--- src/rtl/core/chd_pkg.sv ---
// Shared types and constants for the canonical Huffman decoder.
package chd_pkg;

  localparam int WIN_W   = 16;
  localparam int LEN_W   = 5;
  localparam int SYM_W   = 9;
  localparam int CNT_W   = 10;
  localparam int LIM_W   = 18;
  localparam int OFS_W   = 32;
  localparam int MAXL    = 16;
  localparam int MAX_SYM = 512;

  typedef enum logic [1:0] {
    ACT_LOAD   = 2'd0,
    ACT_BUILD  = 2'd1,
    ACT_DECODE = 2'd2,
    ACT_BAD    = 2'd3
  } action_t;

  // One classified item handed from the front to the back.
  typedef struct packed {
    action_t           act;
    logic [SYM_W-1:0]  sidx;
    logic [LEN_W-1:0]  clen;
    logic [CNT_W-1:0]  count;
    logic [WIN_W-1:0]  window;
    logic              err;
  } cmd_t;

  typedef struct packed {
    logic             status;
    logic [SYM_W-1:0] symbol;
    logic [LEN_W-1:0] bits_used;
  } res_t;

  typedef enum logic [3:0] {
    ST_IDLE,
    ST_HIST,
    ST_HIST_W,
    ST_LIMITS,
    ST_SORT,
    ST_SORT_W,
    ST_SINGLE,
    ST_SINGLE_W,
    ST_DEC_SCAN,
    ST_DEC_RD,
    ST_DEC_W,
    ST_OUT
  } st_t;

endpackage

--- src/rtl/core/chd_front.sv ---
// Input side: accepts items, checks ranges and classifies them.
module chd_front (
  input  logic                  clk,
  input  logic                  rst_n,
  input  logic                  in_tvalid,
  output logic                  in_tready,
  input  logic [5:0]            in_tuser,
  input  logic [39:0]           in_tdata,
  output chd_pkg::cmd_t         cmd,
  output logic                  cmd_valid,
  input  logic                  cmd_ready
);
  import chd_pkg::*;

  cmd_t c;

  // Range checks; index is 9 bits so only length and count can be out of range
  always_comb begin
    c.act    = action_t'(in_tuser[1:0]);
    c.sidx   = in_tdata[8:0];
    c.clen   = in_tdata[13:9];
    c.count  = in_tdata[23:14];
    c.window = in_tdata[39:24];
    case (c.act)
      ACT_LOAD:   c.err = (c.clen > LEN_W'(MAXL));
      ACT_BUILD:  c.err = (c.count == '0) || (c.count > CNT_W'(MAX_SYM));
      ACT_DECODE: c.err = 1'b0;
      default:    c.err = 1'b1;
    endcase
  end

  // Two-entry queue toward the back end
  cmd_t q_r [2];
  logic [1:0] cnt_r;
  logic       rd_r, wr_r;
  logic       push, pop;

  assign in_tready = (cnt_r != 2'd2);
  assign push      = in_tvalid && in_tready;
  assign cmd_valid = (cnt_r != 2'd0);
  assign pop       = cmd_valid && cmd_ready;
  assign cmd       = q_r[rd_r];

  always_ff @(posedge clk) begin
    if (!rst_n) begin
      cnt_r <= '0;
      rd_r  <= 1'b0;
      wr_r  <= 1'b0;
    end else begin
      if (push) wr_r <= ~wr_r;
      if (pop)  rd_r <= ~rd_r;
      cnt_r <= cnt_r + {1'b0, push} - {1'b0, pop};
    end
  end

  always_ff @(posedge clk) begin
    if (push) q_r[wr_r] <= c;
  end

endmodule

--- config.mk ---
export PLATFORM = sky130hd
export DESIGN_NAME = chd_front
export DESIGN_NICKNAME = d
export VERILOG_FILES = /design/src/rtl/core/chd_pkg.sv /design/src/rtl/core/chd_front.sv
export SDC_FILE = /design/constraint.sdc
export NUM_CORES = 1
export LEC_CHECK = 0
export ABC_AREA = 1
export BUFFER_PORTS_ARGS = -buffer_cell sky130_fd_sc_hd__buf_4
export CAP_MARGIN = 25
export CORE_UTILIZATION = 51
export DETAILED_ROUTE_END_ITERATION = 6
export PLACE_DENSITY_LB_ADDON = 0.08
export SETUP_SLACK_MARGIN = 0.02
export SLEW_MARGIN = 10
export SYNTH_ARGS = -nofsm -noshare
export SYNTH_HDL_FRONTEND = slang
export SYNTH_SLANG_ARGS = --single-unit
--- constraint.sdc ---
create_clock -name clk -period 3.8 [get_ports clk]
set_input_delay 0.19 -clock clk [delete_from_list [all_inputs] [get_ports clk]]
set_output_delay 0.19 -clock clk [all_outputs]
set_load 0.01 [all_outputs]
==> impl_results.md <==
* Initial antenna violation count at 0
* Root Buffer: clkbuf_8
* Die Span X at 86.3 um
* Drt first pass iters at 4
* Power share of the clock group at 19.6%
* N_diodes at 0
* Vias/cell at 4.75
* Post-route cell area at 0.00453 sq mm
* Worst Skew at 3.86 ps
* Total GRT Usage at 16.1%
* Post-Place Cells at 372
* Detail Route Antenna Nets at 0
* Switching share of power at 26.9%
* Area after DPL at 0.00438 sq mm
* Crit path max-delay cell type: dfxtp_2
* Max-cap viol count at 0
* WP depth at 3
* Netlist Area Pre-Place at 0.00363 sq mm
* Routability cong. at 0.648
* Sequential power share at 49.6%
* Status: completed
* Tot Pwr at 0.00270 W
* Setup-failing EPs final at 0
* Pwr Density at 595 mW/mm^2
* Largest net degree at the start of global routing at 32
* DP HPWL at 3.89 mm
* CTS buffer count at 9
* First-pass GRT wire length at 8.71 mm
* Layout cell share with drive strength beyond 1 at 52.6%
* Power Internal at 0.00197 W
* Slew Limit Headroom at 61.3%
* Crit path DAT at 2070 ps
* Crit Path Class: reg -> out
* Worst Path Required at 3610 ps
* CP most frequent cell: buf_4
* Cells after synthesis at 186
* Max Root-Sink Buffers at 2
* Die Y at 86.3 um
* Die ar. at 0.00745 sq mm
* Biggest cell delay along the critical path at 610 ps
* Bufs and invs on worst path at 2
* Startpoint types: flip-flop
* Max Slew Vio Count at 0
* Count of unique library cells instantiated by Yosys at 16
* Clock Latency Late Sink at 340 ps
* DR WL/cell at 14.8 um
* Hold Path Class: in -> reg
* Setup WS post-layout at 1540 ps
* Period utilization at 59.5%
* Setup slack after placement at 1870 ps
* Fmax at 442 MHz
* Post-CTS sizing at 0
* NetSw at 0.000726 W
* Final Hold Vio Count at 0
* Worst setup EP type: output pin
* Leakage at 1.81 nW
* Yosys Warn Count at 0
* CP max FO at 31
* Non-filler cells, final at 387
* Final TNS setup at 0 ps
* Vias in the first global route at 1819
* Grt ovf at 0
* TritonCTS clock tree: done
* Avg Cell Area, Syn at 19.5 sq um
* Iteration-0 DRC Markers at 58
* Hold depth at 1
* CTS clk-pin slew, worst paths at 80 ps
* Largest delay share family, worst path: buffers and inverters
* IO Port Bufs at 90
* Crit-path cells: buf_4 -> mux2_2 -> buf_4
* Seq/Total Area, Yosys at 74.0%
* Post-synthesis register bit count at 91
* Io pins at 95
* Crit path time final at 2260 ps
* Rows at 30
* Post-Synthesis Net Count at 238
* Slew @ Worst Pin at 579 ps
* H-Tree Depth at 3
* Clock sink total at 91
* Post-CTS setup buffer count at 0
* CTS Hold Bufs at 0
* Routed WL at 5.71 mm
* Nets@finish at 339
* RSZ-0062 raised after global routing: no
* DR vias at 1839
* Worst Reg-to-Reg Cells at 5
* Logic pwr share at 30.7%
* CORE AREA at 0.00683 sq mm
* DRC at 0
* Initial Utilization at 53.1%
* Area Overhead vs Synth at 25.1%
* Peak VDD IR at 333 uV
## cell families after synthesis
kind of cell / synth area share [%]
and+or+nand+nor: 2.86
AOI/OAI and AO/OA: 1.17
adders and majority gates: 0.690
muxes: 17.5
buffers and inverters: 3.55
xor gates and xnor gates: 0.242
DFF: 74.0
## state kept, by name, indices dropped and copies added, names as in the netlist, named ones only
| register | cells |
|---|---|
| q_r | 86 |
| cnt_r | 2 |
| rd_r | 1 |
| wr_r | 1 |
## power by group through the flow
stage	logic [W]	registers, W	clock network (W)
final	0.000829	0.00134	0.000529
after global placement	0.000831	0.00135	0
after floorplan	0.000563	0.00134	0
after detailed placement	0.000843	0.00136	0
after global routing	0.000891	0.00135	0.000581
after CTS	0.000845	0.00134	0.000545
## stage by stage
stage,utilization (%),hold WS [ps]
finish,66.4,23.3
floorplan,-,283
global placement,64.2,375
global route,66.4,6.06
detailed placement,64.2,377
CTS,66.4,5.93
## final timing paths
path | start | endpoint | slack [ps]
max | flip-flop | cmd[42] | 1540
min | in_tdata[29] | q_r[1][6]$_DFFE_PP_ | 20
max reg2reg | cnt_r[0]$_SDFF_PN0_ | q_r[0][38]$_DFFE_PP_ | 2000
min reg2reg | rd_r$_SDFFE_PN0P_ | flip-flop | 460
## cell type report
| class | instances | area, sq um |
|---|---|---|
| clock inverters | 4 | 18.8 |
| fillers | 516 | 2300 |
| inverters | 10 | 37.5 |
| flip-flops and latches | 91 | 2680 |
| repair buffers | 95 | 713 |
| multi-input cells | 80 | 830 |
| clock buffers | 11 | 131 |
| well taps | 96 | 120 |
## cells in the final DEF, fill, tap and decap left out, drive strengths merged
cell / count
buf: 95
nor2: 11
nand3b: 1
nand2: 12
ha: 2
edfxtp: 86
clkbuf: 11
xnor2: 1
dfxtp: 5
mux2: 43
a21oi: 4
clkinv: 4
nand3: 2
inv: 10
o21bai: 1
o21ai: 3
## synthesized netlist by cell type (all sizes together)
library cell	n	area share (%)
edfxtp	86	71
mux2	43	17
nand2	12	1.2
nor2	11	1.1
inv	10	1.0
buf	5	2.5
dfxtp	5	2.8
a21oi	4	0.55
o21ai	3	0.41
ha	2	0.69
nand3	2	0.28
nand3b	1	0.21
o21bai	1	0.21
xnor2	1	0.24
## per-layer routing
metal  vias to the layer above  track usage [%]  wire length (um)  part of all wire, %
met3                         8             4.19               333                  5.8
met2                        61             26.4              2870                   50
met1                       875             19.8              2430                   43
met4                         0             8.18                75                  1.3
li1                        895                -                 -                    -
met5                         -                0                 0                    0
(Power assumes the default switching activity.)
